<file path="src/rtl/ptt_div.sv">
// ---------------------------------------------------------------------------
// ptt_div: divider by a fixed constant
// Reciprocal multiplication in two steps, one half of the dividend per step.
// ---------------------------------------------------------------------------
`default_nettype none

module ptt_div #(
  parameter int unsigned DIVISOR = 10,
  parameter int unsigned WIDTH   = 32
) (
  input  wire logic             clk_i,
  input  wire logic             load_i,
  input  wire logic             step_i,
  input  wire logic [WIDTH-1:0] dividend_i,
  output logic      [WIDTH-1:0] quot_o
);
  // q = (x * M) >> SH with M = ceil(2^SH / DIVISOR), exact for every x
  localparam int unsigned LW = (DIVISOR > 1) ? $clog2(DIVISOR) : 0;
  localparam int unsigned SH = WIDTH + LW;
  localparam int unsigned MW = WIDTH + 1;
  localparam int unsigned PW = 2 * WIDTH + 1;
  localparam int unsigned HW = WIDTH / 2;
  localparam logic [PW-1:0] ONE_SH  = PW'(1) << SH;
  localparam logic [PW-1:0] RECIP_W = (ONE_SH + PW'(DIVISOR) - PW'(1)) / PW'(DIVISOR);
  localparam logic [MW-1:0] RECIP   = RECIP_W[MW-1:0];

  logic [WIDTH-1:0]       x_q, x_d;
  logic [PW-1:0]          acc_q, acc_d;
  logic                   ph_q, ph_d;
  logic [HW+MW-1:0]       lo_prod;
  logic [WIDTH-HW+MW-1:0] hi_prod;
  logic [PW-1:0]          acc_sh;

  // low half on the first step, shifted high half added on the second
  always_comb begin
    lo_prod = {{MW{1'b0}}, x_q[HW-1:0]} * {{HW{1'b0}}, RECIP};
    hi_prod = {{MW{1'b0}}, x_q[WIDTH-1:HW]} * {{(WIDTH-HW){1'b0}}, RECIP};
    x_d     = x_q;
    acc_d   = acc_q;
    ph_d    = ph_q;
    if (load_i) begin
      x_d   = dividend_i;
      acc_d = '0;
      ph_d  = 1'b0;
    end else if (step_i) begin
      if (!ph_q) begin
        acc_d = PW'(lo_prod);
      end else begin
        acc_d = acc_q + {hi_prod, {HW{1'b0}}};
      end
      ph_d = !ph_q;
    end
  end

  always_ff @(posedge clk_i) begin
    x_q   <= x_d;
    acc_q <= acc_d;
    ph_q  <= ph_d;
  end

  assign acc_sh = acc_q >> SH;
  assign quot_o = acc_sh[WIDTH-1:0];

endmodule

`default_nettype wire

</file>
<file path="config.mk">
export PLATFORM = sky130hd
export DESIGN_NAME = ptt_div
export DESIGN_NICKNAME = d
export VERILOG_FILES = /design/src/rtl/ptt_div.sv
export SDC_FILE = /design/constraint.sdc
export NUM_CORES = 1
export LEC_CHECK = 0
export BUFFER_PORTS_ARGS = -buffer_cell sky130_fd_sc_hd__buf_2
export CORE_MARGIN = 5
export CORE_UTILIZATION = 25
export DETAILED_ROUTE_END_ITERATION = 8
export GPL_ROUTABILITY_DRIVEN = 0
export GPL_TIMING_DRIVEN = 1
export HOLD_SLACK_MARGIN = 0.15
export PLACE_DENSITY = 0.38
export SLEW_MARGIN = 15
export SYNTH_ARGS = -nofsm -noshare
export SYNTH_HDL_FRONTEND = slang
export SYNTH_SLANG_ARGS = --single-unit
</file>
<file path="constraint.sdc">
create_clock -name clk_i -period 10 [get_ports clk_i]
set_input_delay 0.5 -clock clk_i [delete_from_list [all_inputs] [get_ports clk_i]]
set_output_delay 0.5 -clock clk_i [all_outputs]
set_load 0.05 [all_outputs]
</file>
==> results by group <==
Synthesis
  – Post-synth EDFFs: 32
  – Part of the Yosys area used for sequential elements: 12.3%
  – Synth Instances: 1736
  – Post-synth ARST share: 0%
  – Synth warnings: 0
  – Syn avg cell area: 9.11 sq um
  – Post-Syn Area: roughly 16000 sq um
  – Synth area leaders: ha_1, fa_1, inv_1
  – Main synth FF type: dfxtp_1
  – Yosys reg bits: 81
  – Yosys top cell by area: ha_1
  – Top-area cell type share of the netlist area: 24.5%
  – Cell variety after synth: 87

Final layout
  – Multi-input gate area: 12300 sq um
  – Fin area: 17200 sq um
  – Filler Cell Count: roughly 6900
  – Commonest non-fill, non-tap cell in the layout: ha_1
  – Area Growth Syn to Fin: 8.55%
  – Net count, final: between 2000 and 2500
  – # diodes: 0
  – Layout cells sized above 1: 7.24%
  – Commonest non-fill, non-tap cells in the layout: ha_1, inv_1, fa_1, a21oi_1, nor2_1
  – Final core occ: 27.3%
  – Register area: 1940 sq um

Worst setup path
  – Crit path max-delay family: adder cells
  – CP required: 10.28 ns
  – Nature of the critical path startpoint: flip-flop
  – WP depth: 31
  – Crit. End Element: flip-flop
  – WP buf/inv: 4
  – FF-to-FF setup slack: 1.35 ns
  – CP max stage delay: 0.62 ns
  – R2R cell count: 31
  – R2R Path Start: x_q[17]
  – Worst EP arrival: 8.93 ns
  – Reg2Reg Capture Point: acc_q[63]
  – Max FO, Critical Path: 7
  – Critical setup path kind: flip-flop to flip-flop
  – Slowest cell on crit path: a2111oi_1
  – CP most frequent cell: fa_1

CTS
  – Post-CTS Resized: 0
  – CTS sink cnt: 81
  – Number of H-tree levels: 3
  – TritonCTS buffer count: 9
  – Worst-Skew Late Latency: 0.39 ns
  – Worst-path clk slew: 0.08 ns
  – Max clock buf depth: 2
  – Hold_buf cts: 0
  – CTS tree: built
  – Root Driver: clkbuf_16
  – Post-CTS setup buffers: 0

Global route
  – Most used routing layer: met2
  – Vias in the first global route: approximately 12000
  – First-pass GRT wire length: roughly 70000 um
  – GR Util met2: 19.7%
  – Total gr overflow: 0
  – Initial antenna violation count: 1
  – Largest net degree at the start of global routing: between 50 and 60
  – Met1 Use GR: 19.4%
  – GR Util All Layers: approximately 13%
  – Met3 usage: under 10%

Routing
  – WL final: 42500 um
  – ANT nets after route: 0
  – Post-DR wirelength/cell: 16.4 um
  – DRC errors left: 0
  – Vias/cell: approximately 4.4
  – Via count of the routed design: 11566
  – DR pass1 iterations: 4
  – Number of DRC markers in iteration 0: 408

Place
  – Dpl ws: around 1.3 ns
  – Detail Placement HPWL: 36500 um
  – PortBufs: 63
  – DP Area: 16800 sq um

Worst hold path
  – Worst Hold Class: input port to flip-flop
  – Hold path cells: 1
  – Hold path startpoint: dividend_i[31]
  – Worst hold path endpoint: x_q[31]

STA
  – Final Hold Fails: 0
  – Worst-Margin Slew: 0.735 ns
  – Count of pins over their slew limit: 0
  – Tcrit/Tclk final: 86.5%
  – Worst relative slew slack: around half
  – Final setup fails: 0
  – Setup TNS: 0 ns
  – Clock Skews: roughly 0.014 ns
  – RSZ-0062 raised after global routing: no
  – Fmax: 0.116 GHz
  – Crit path time final: 8.65 ns
  – Final WS setup: 1.35 ns

Die
  – Initial Utilization: 25.2%
  – Die height: ~260 um
  – Cell Rows: 92
  – Total core area: 62900 sq um
  – DIE WIDTH: between 200 and 300 um
  – I/O pins: between 60 and 70
  – DIE AREA: between 60000 and 70000 sq um

Run
  – Max cap viols: 0

Run status
  – Status: finished clean
## final cells by class
| class | instances | area share (%) |
|---|---|---|
| clock inverter | 4 | 0.219 |
| clock buffer | 12 | 1.68 |
| multi-input combinational | 1283 | 71.9 |
| tap | 846 | 6.16 |
| sequential | 81 | 11.3 |
| timing repair buffer | 67 | 2.03 |
| inverter | 307 | 6.71 |
## worst reg2reg max path, delay by kind of cell, from the launching register on
| family | cells | cell delay [ns] |
|---|---|---|
| adder cells (fa/ha/maj) | 8 | 3.69 |
| AO/OA/AOI/OAI | 10 | 2.47 |
| AND/OR/NAND/NOR | 8 | 1.47 |
| flip-flops | 1 | 0.51 |
| buffers and inverters | 4 | 0.28 |
| XOR/XNOR | 1 | 0.14 |
## worst max-delay path by stage
stage / slack (ns) / startpoint / end
floorplan: 2.48 / x_q[17] / acc_q[63]
global placement: 1.41 / x_q[17] / acc_q[63]
detailed placement: 1.33 / x_q[17] / acc_q[63]
CTS: 1.27 / x_q[17] / acc_q[63]
global route: 0.55 / x_q[17] / acc_q[63]
finish: 1.35 / x_q[17] / acc_q[63]
## Yosys cell counts, types with 17 or more instances
cell type  number
dfxtp_1        49
o21ai_0        67
edfxtp_1       32
xnor2_1        66
nor2_1         96
nand2_1        76
buf_4          32
inv_1         307
xor2_1         39
a21o_1         70
ha_1          310
fa_1          166
clkbuf_1       28
a211oi_1       20
a21oi_1       108
nand3_1        17
## cell families after synthesis
logic type      synth area share [%]
flops                           12.3
mux                            0.134
fa+ha+maj                       45.5
other cells                   0.0237
compound gates                  17.4
buf+inv                         9.74
xor+xnor                        5.81
simple gates                    9.04
## metrics by stage
step	hold WS (ns)	instances
floorplan	0.451	1738
global placement	0.460	2584
detailed placement	0.463	2584
CTS	0.248	2600
global route	0.260	2600
finish	0.279	2600
## routing by layer
layer / routed length [um] / up-vias
li1: - / 5898
met1: 22900 / 5550
met2: 18400 / 97
met3: 665 / 21
met4: 595 / 0
met5: 0 / -
## flip-flops by register name, indices dropped and copies added, names as in the netlist
name,flops
ph_q,1
acc_q,48
x_q,32
Power is left out: the tool's default activity adds up to more than one toggle a clock period on the data nets, which glitch-free logic cannot reach.
