--- src/rtl/ptt_pkg.sv ---
// ---------------------------------------------------------------------------
// ptt_pkg: shared types and constants of the periodic task timer table
// Slot record, command and status codes, default sizes.
// ---------------------------------------------------------------------------
`default_nettype none

package ptt_pkg;

  // default sizes
  localparam int unsigned TABLE_SLOTS_DEF = 16;
  localparam int unsigned TICK_MS_DEF     = 10;

  // field widths
  localparam int unsigned HANDLE_W = 16;
  localparam int unsigned TIME_W   = 32;
  localparam int unsigned RUNS_W   = 8;
  localparam int unsigned SLOT_W   = 5;
  localparam int unsigned SEL_W    = 8;

  // results per dispatch request, reciprocal divide steps per add
  localparam int unsigned MAX_RESULTS = 16;
  localparam int unsigned DIV_STEPS   = 2;

  typedef enum logic [2:0] {
    CMD_ADD      = 3'd0,
    CMD_DELETE   = 3'd1,
    CMD_TICK     = 3'd2,
    CMD_DISPATCH = 3'd3,
    CMD_CLEAR    = 3'd4
  } cmd_e;

  typedef enum logic [1:0] {
    ST_OK    = 2'd0,
    ST_FULL  = 2'd1,
    ST_EMPTY = 2'd2,
    ST_RANGE = 2'd3
  } status_e;

  typedef enum logic [1:0] {
    ERR_NONE   = 2'd0,
    ERR_FULL   = 2'd1,
    ERR_DELETE = 2'd2
  } err_e;

  // one timer slot; free when handle is zero
  typedef struct packed {
    logic [HANDLE_W-1:0] handle;
    logic [TIME_W-1:0]   delay;
    logic [TIME_W-1:0]   period;
    logic [RUNS_W-1:0]   runs;
  } slot_t;

endpackage

`default_nettype wire

--- src/rtl/ptt_cell.sv ---
// ---------------------------------------------------------------------------
// ptt_cell: one slot of the timer ring
// Holds a slot record and takes its neighbour's record on every shift.
// ---------------------------------------------------------------------------
`default_nettype none

module ptt_cell (
  input  wire logic           clk_i,
  input  wire logic           rst_ni,
  input  wire logic           shift_i,
  input  wire logic           clear_i,
  input  wire ptt_pkg::slot_t slot_i,
  output ptt_pkg::slot_t      slot_o
);
  import ptt_pkg::*;

  slot_t slot_q, slot_d;

  // clear wins over shift
  always_comb begin
    slot_d = slot_q;
    if (clear_i) begin
      slot_d = '0;
    end else if (shift_i) begin
      slot_d = slot_i;
    end
  end

  always_ff @(posedge clk_i or negedge rst_ni) begin
    if (!rst_ni) begin
      slot_q <= '0;
    end else begin
      slot_q <= slot_d;
    end
  end

  assign slot_o = slot_q;

endmodule

`default_nettype wire

--- config.mk ---
export PLATFORM = sky130hd
export DESIGN_NAME = ptt_cell
export DESIGN_NICKNAME = d
export VERILOG_FILES = /design/src/rtl/ptt_pkg.sv /design/src/rtl/ptt_cell.sv
export SDC_FILE = /design/constraint.sdc
export NUM_CORES = 1
export LEC_CHECK = 0
export BUFFER_PORTS_ARGS = -buffer_cell sky130_fd_sc_hd__buf_2
export CORE_ASPECT_RATIO = 1.2
export CORE_UTILIZATION = 49
export CTS_CLUSTER_SIZE = 24
export DETAILED_ROUTE_END_ITERATION = 10
export PLACE_DENSITY = 0.85
export SKIP_LAST_GASP = 1
export SYNTH_ARGS = -nofsm -noshare
export SYNTH_HDL_FRONTEND = slang
export SYNTH_SLANG_ARGS = --single-unit
export TNS_END_PERCENT = 10
--- constraint.sdc ---
create_clock -name clk_i -period 1.5 [get_ports clk_i]
set_clock_uncertainty 0.2 [all_clocks]
set_input_delay 0.3 -clock clk_i [delete_from_list [all_inputs] [get_ports clk_i]]
set_output_delay 0.3 -clock clk_i [all_outputs]
set_load 0.005 [all_outputs]
==> metrics, run 1 <==
outcome completed; # fillers 481; RR Endpoint slot_o[50]$_DFFE_PN0P_; worst min-delay path startpoint slot_i[30]; clk slew on worst S/H paths 0.10 ns; Fmax 719 MHz; Final Util 0.737; buffers added on ports 179; share of cells above drive strength 1 0.406; Die Height 95.3 um; Leakage 0.00297 uW; via count 2885; Worst Hold End slot_o[30]$_DFFE_PN0P_; hold buffers post-CTS 33; Top Ports 180; Tot GR Track Use 0.236; CTS Sinks 88; unrepaired setup endpoints after global routing no; largest net degree at the start of global routing 89; antenna violation net count after detailed routing 0; CP Cell Sequence buf_2; final setup violation count 0; Place WS 0.0745 ns; final hold vios 0; vias in the first global route 2908; clock tree buffer depth 2; crit path time final 1.39 ns; setup TNS 0 ns; Initial Utilization 0.512; Post-Synthesis Cells 284; RePlAce Congestion 0.743; Nets 589; Resized cells post-CTS 0; yosys warns 0; Synth-to-Final Area Change 43.8%; multi-input logic area 0.00121 mm^2; CTS tree done; critical path class reg -> out; Max VDD drop 0.000798 V; critical path's slowest cell dfrtp_1; CP Max Fanout 2; max incr delay on CP 0.40 ns; flip-flop count of the largest register after layout 88; Post-Layout Cell Count 589; reg2reg start slot_o[50]$_DFFE_PN0P_; antenna cells 0; final worst slack 0.110 ns; die area 0.00760 mm^2; drc violations 0; DPL Wire Length 5730 um; final WL 8860 um; type of the most critical hold path in -> reg; Synth cell types 8; syn_nets 376; initial antenna violation count 0; pins over their slew limit 0; syn avg cell area 12.5 um^2; Worst R2R Path Depth 2; CP bufs+invs 1; Hold Crit Depth 3; register bit total from synthesis 88; Root Buffer clkbuf_8; core region area 0.00694 mm^2; router iterations before antenna repair 4; placed cells 539; Vias/cell 4.90; Routed wire per std cell 15.0 um; Post-CTS Setup Repair Bufs 0; Final Cycle Share 0.927; register area 0.00220 mm^2; worst rel slew slack 0.740; sequential fraction of the synthesis area 0.620; post-synth top area cell dfrtp_1; DRC marker count from the first detailed-route iteration 142; max cap viols 0; Crit path required time 1.00 ns; PD cells 996 mW/mm^2; Startpoint Class flip-flop; CP endpoint kind output port; Worst-Skew Late Latency 0.33 ns; Slew @ Worst Pin 0.389 ns; WP depth 1; CP delay by family, top flip-flops; Core Rows 33; gr ovfl total 0; CTS buffer count 9; CP arrival 0.89 ns; R2R Setup Slk 0.54 ns; Clock H-tree levels 3; top cell type's share of synthesized area 0.620; Mapped Area 0.00355 mm^2; first-pass GRT wire length 13500 um; Die X-Extent 79.8 um; synth top area cells dfrtp_1, mux2i_1, nor2_1, buf_4, buf_8
## layer usage
metal,share of wire,vias up,GRT usage
met4,0.033,0,0.122
li1,-,1361,-
met3,0.057,27,0.0411
met2,0.51,139,0.412
met1,0.40,1358,0.279
met5,0,-,0
## kinds of logic (layout without fill, tap and decap cells)
family	Yosys count	after routing	synth area share
buf+inv	20	238	0.0398
flops	88	88	0.619
mux	88	88	0.248
simple gates	88	88	0.0929
## cells in the mapped netlist (all sizes together)
cell / n
buf: 14
mux2i: 88
nor2: 88
dfrtp: 88
clkbuf: 6
## layout make-up
| type | count | share of cell area |
|---|---|---|
| multi-input cells | 176 | 0.237 |
| clock inverters | 7 | 0.0186 |
| repair buffers | 222 | 0.268 |
| flip-flops and latches | 88 | 0.431 |
| clock buffers | 9 | 0.0242 |
| well taps | 87 | 0.0213 |
## through the flow
step                hold slack, ns  power (uW)  area [um^2]
floorplan                   -0.196        2930         3550
global placement          -0.00549        3270         4550
detailed placement        -0.00670        3300         4550
CTS                       0.000237        5140         5100
global route              0.000688        5340         5110
finish                      0.0152        5090         5110
## how the worst max path moves through the flow
stage / from / endpoint
floorplan: shift_i / slot_o[27]$_DFFE_PN0P_
finish: slot_o[52]$_DFFE_PN0P_ / slot_o[52]
CTS: slot_o[53]$_DFFE_PN0P_ / slot_o[53]
detailed placement: shift_i / slot_o[81]$_DFFE_PN0P_
global route: slot_o[48]$_DFFE_PN0P_ / slot_o[48]
global placement: shift_i / slot_o[78]$_DFFE_PN0P_
## report_power, final
part	internal (uW)	switching (uW)
Clock	941	824
Combinational	398	354
Sequential	2500	70.1
Total	3840	1250
## cell usage in the layout, fill, tap and decap left out
cell           count
clkinv_4           1
buf_4              6
buf_12             5
bufinv_16          2
dlygate4sd3_1     34
clkinvlp_4         1
buf_2            177
nor2_1            88
clkbuf_8           9
mux2i_1           88
inv_6              1
clkinv_2           2
dfrtp_1           88
Note: power is estimated with default switching activity, not from simulation.
==> run 2: changes to the inputs <==
PLACE_DENSITY = 0.93   (was 0.85)
==> metrics, run 2 (synthesis gave the netlist of run 1 again) <==
Final Cycle Share 0.921 (-0.00609); antenna cells 0 (unchanged); hold_ws 0.0114 ns (-0.00381 ns); CTS buffer count 9 (unchanged); most frequent cells in the layout buf_2, mux2i_1, nor2_1, dfrtp_1, dlygate4sd3_1; RR Endpoint slot_o[51]$_DFFE_PN0P_; CTS Sinks 88 (unchanged); CP bufs+invs 1 (unchanged); most common cell after layout, fill and taps aside buf_2; buffers added on ports 179 (unchanged); first-pass GRT wire length 13200 um (-2.2%); flip-flop count of the largest register after layout 88 (unchanged); Sw Ratio 0.231 (-0.0142); core region area 0.00694 mm^2 (unchanged); via count 2894 (+0.31%); R2R Setup Slk 0.52 ns (-0.02 ns); Core Rows 33 (unchanged); pins over their slew limit 0 (unchanged); Die X-Extent 79.8 um (unchanged); Die Height 95.3 um (unchanged); reg2reg start slot_o[51]$_DFFE_PN0P_; initial antenna violation count 0 (unchanged); max cap viols 0 (unchanged); Clock H-tree levels 3 (unchanged); vias in the first global route 2890 (-0.62%); PD cells 1010 mW/mm^2 (+1.0%); largest net degree at the start of global routing 89 (unchanged); die area 0.00760 mm^2 (unchanged); Pint 4020 uW (+4.7%); Worst R2R Path Depth 2 (unchanged); clk slew on worst S/H paths 0.08 ns (-0.02 ns); Leakage 0.00299 uW (+0.82%); critical path class reg -> out; Nets 594 (+0.85%); RePlAce Congestion 0.750 (+1.0%); Fmax 724 MHz (+0.66%); max incr delay on CP 0.41 ns (about the same); P_sw 1210 uW (-3.2%); # fillers 484 (+0.62%); final WL 8600 um (-2.9%); Crit path required time 1.00 ns (about the same); critical path's slowest cell dfrtp_1; router iterations before antenna repair 4 (unchanged); Initial Utilization 0.512 (unchanged); Pwr Total 5230 uW (+2.7%); CP endpoint kind output port; worst rel slew slack 0.694 (-0.0468); gr ovfl total 0 (unchanged); worst min-delay path startpoint slot_i[48]; antenna violation net count after detailed routing 0 (unchanged); share of cells above drive strength 1 0.394 (-0.0119); clock tree buffer depth 2 (unchanged); CP delay by family, top flip-flops; Top Ports 180 (unchanged); Final Util 0.749 (+0.0123); crit path time final 1.38 ns (-0.00913 ns); Vias/cell 4.87 (-0.53%); CP Cell Sequence buf_2; CP arrival 0.88 ns (about the same); drc violations 0 (unchanged); Hold Crit Depth 3 (unchanged); final setup violation count 0 (unchanged); Gate power share 0.145 (-0.003); Tot GR Track Use 0.229 (-0.00695); DRC marker count from the first detailed-route iteration 99 (-30%); CTS tree done; Resized cells post-CTS 0 (unchanged); final hold vios 0 (unchanged); CP Max Fanout 2 (unchanged); DPL Wire Length 5650 um (-1.4%); clock share of power 0.362 (+0.015); Root Buffer clkbuf_8; type of the most critical hold path in -> reg; fin area 0.00520 mm^2 (+1.7%); Worst Hold End slot_o[48]$_DFFE_PN0P_; Slew @ Worst Pin 0.460 ns (+0.0701 ns); Worst-Skew Late Latency 0.34 ns (about the same); Routed wire per std cell 14.5 um (-3.8%); sequential power share 0.493 (-0.012); setup TNS 0 ns (unchanged); Startpoint Class flip-flop; outcome completed; Post-DP Area 0.00455 mm^2 (about the same); Max VDD drop 0.000614 V (-23%); unrepaired setup endpoints after global routing no; Synth-to-Final Area Change 46.2%
-- run 2: changes by cell type in the layout (fill, tap and decap cells not counted), sizes merged --
cell	previous run	this run
clkinvlp	1	2
clkbuf	9	11
clkinv	3	0
inv	1	0
bufinv	2	3
buf	188	186
dlygate4sd3	34	41
-- run 2: worst max path at each step --
stage,from,endpoint,slack [ns],cells past startpoint
after CTS,slot_o[51]$_DFFE_PN0P_,slot_o[51],0.1,1
after detailed placement,shift_i,slot_o[34]$_DFFE_PN0P_,0.1,4
after floorplan,shift_i,slot_o[27]$_DFFE_PN0P_,0.23,5
after global placement,shift_i,slot_o[67]$_DFFE_PN0P_,0.15,4
after global routing,slot_o[54]$_DFFE_PN0P_,slot_o[54],0.08,1
final,slot_o[51]$_DFFE_PN0P_,slot_o[51],0.12,1
-- run 2: metrics by stage --
step	setup slack, ns	cells
global placement	0.147	537
global route	0.0846	594
detailed placement	0.0992	537
finish	0.119	594
floorplan	0.233	284
CTS	0.0984	594
-- run 2: layout make-up --
type,count,area [um^2],share of cell area
clock buffers,11,131,0.0253
flip-flops and latches,88,2200,0.424
repair buffers,227,1440,0.277
clock inverters,5,105,0.0202
multi-input cells,176,1210,0.233
well taps,87,109,0.0209
-- run 2: tightest hold or removal path, cell delays in order --
cell and delay [ns]:
buf_2 0.08, mux2i_1 0.06, nor2_1 0.08
-- run 2: what timing repair did --
item | in CTS | in global routing
buffers inserted | 0 | 0
hold endpoints to repair | 128 | 0
setup endpoints to repair | 0 | 0
hold buffers | 41 | 0
-- run 2: power by group through the flow --
stage / registers [uW] / logic (uW) / clock network, uW
final: 2580 / 758 / 1900
after global routing: 2590 / 833 / 2050
after CTS: 2580 / 762 / 1950
after detailed placement: 2620 / 678 / 0
after global placement: 2610 / 651 / 0
after floorplan: 2630 / 302 / 0
-- run 2: per-layer routing --
layer | vias up | routed length, um | track usage
li1 | 1373 | - | -
met1 | 1372 | 3390 | 0.261
met2 | 123 | 4400 | 0.400
met3 | 26 | 529 | 0.0545
met4 | 0 | 281 | 0.119
met5 | - | 0 | 0
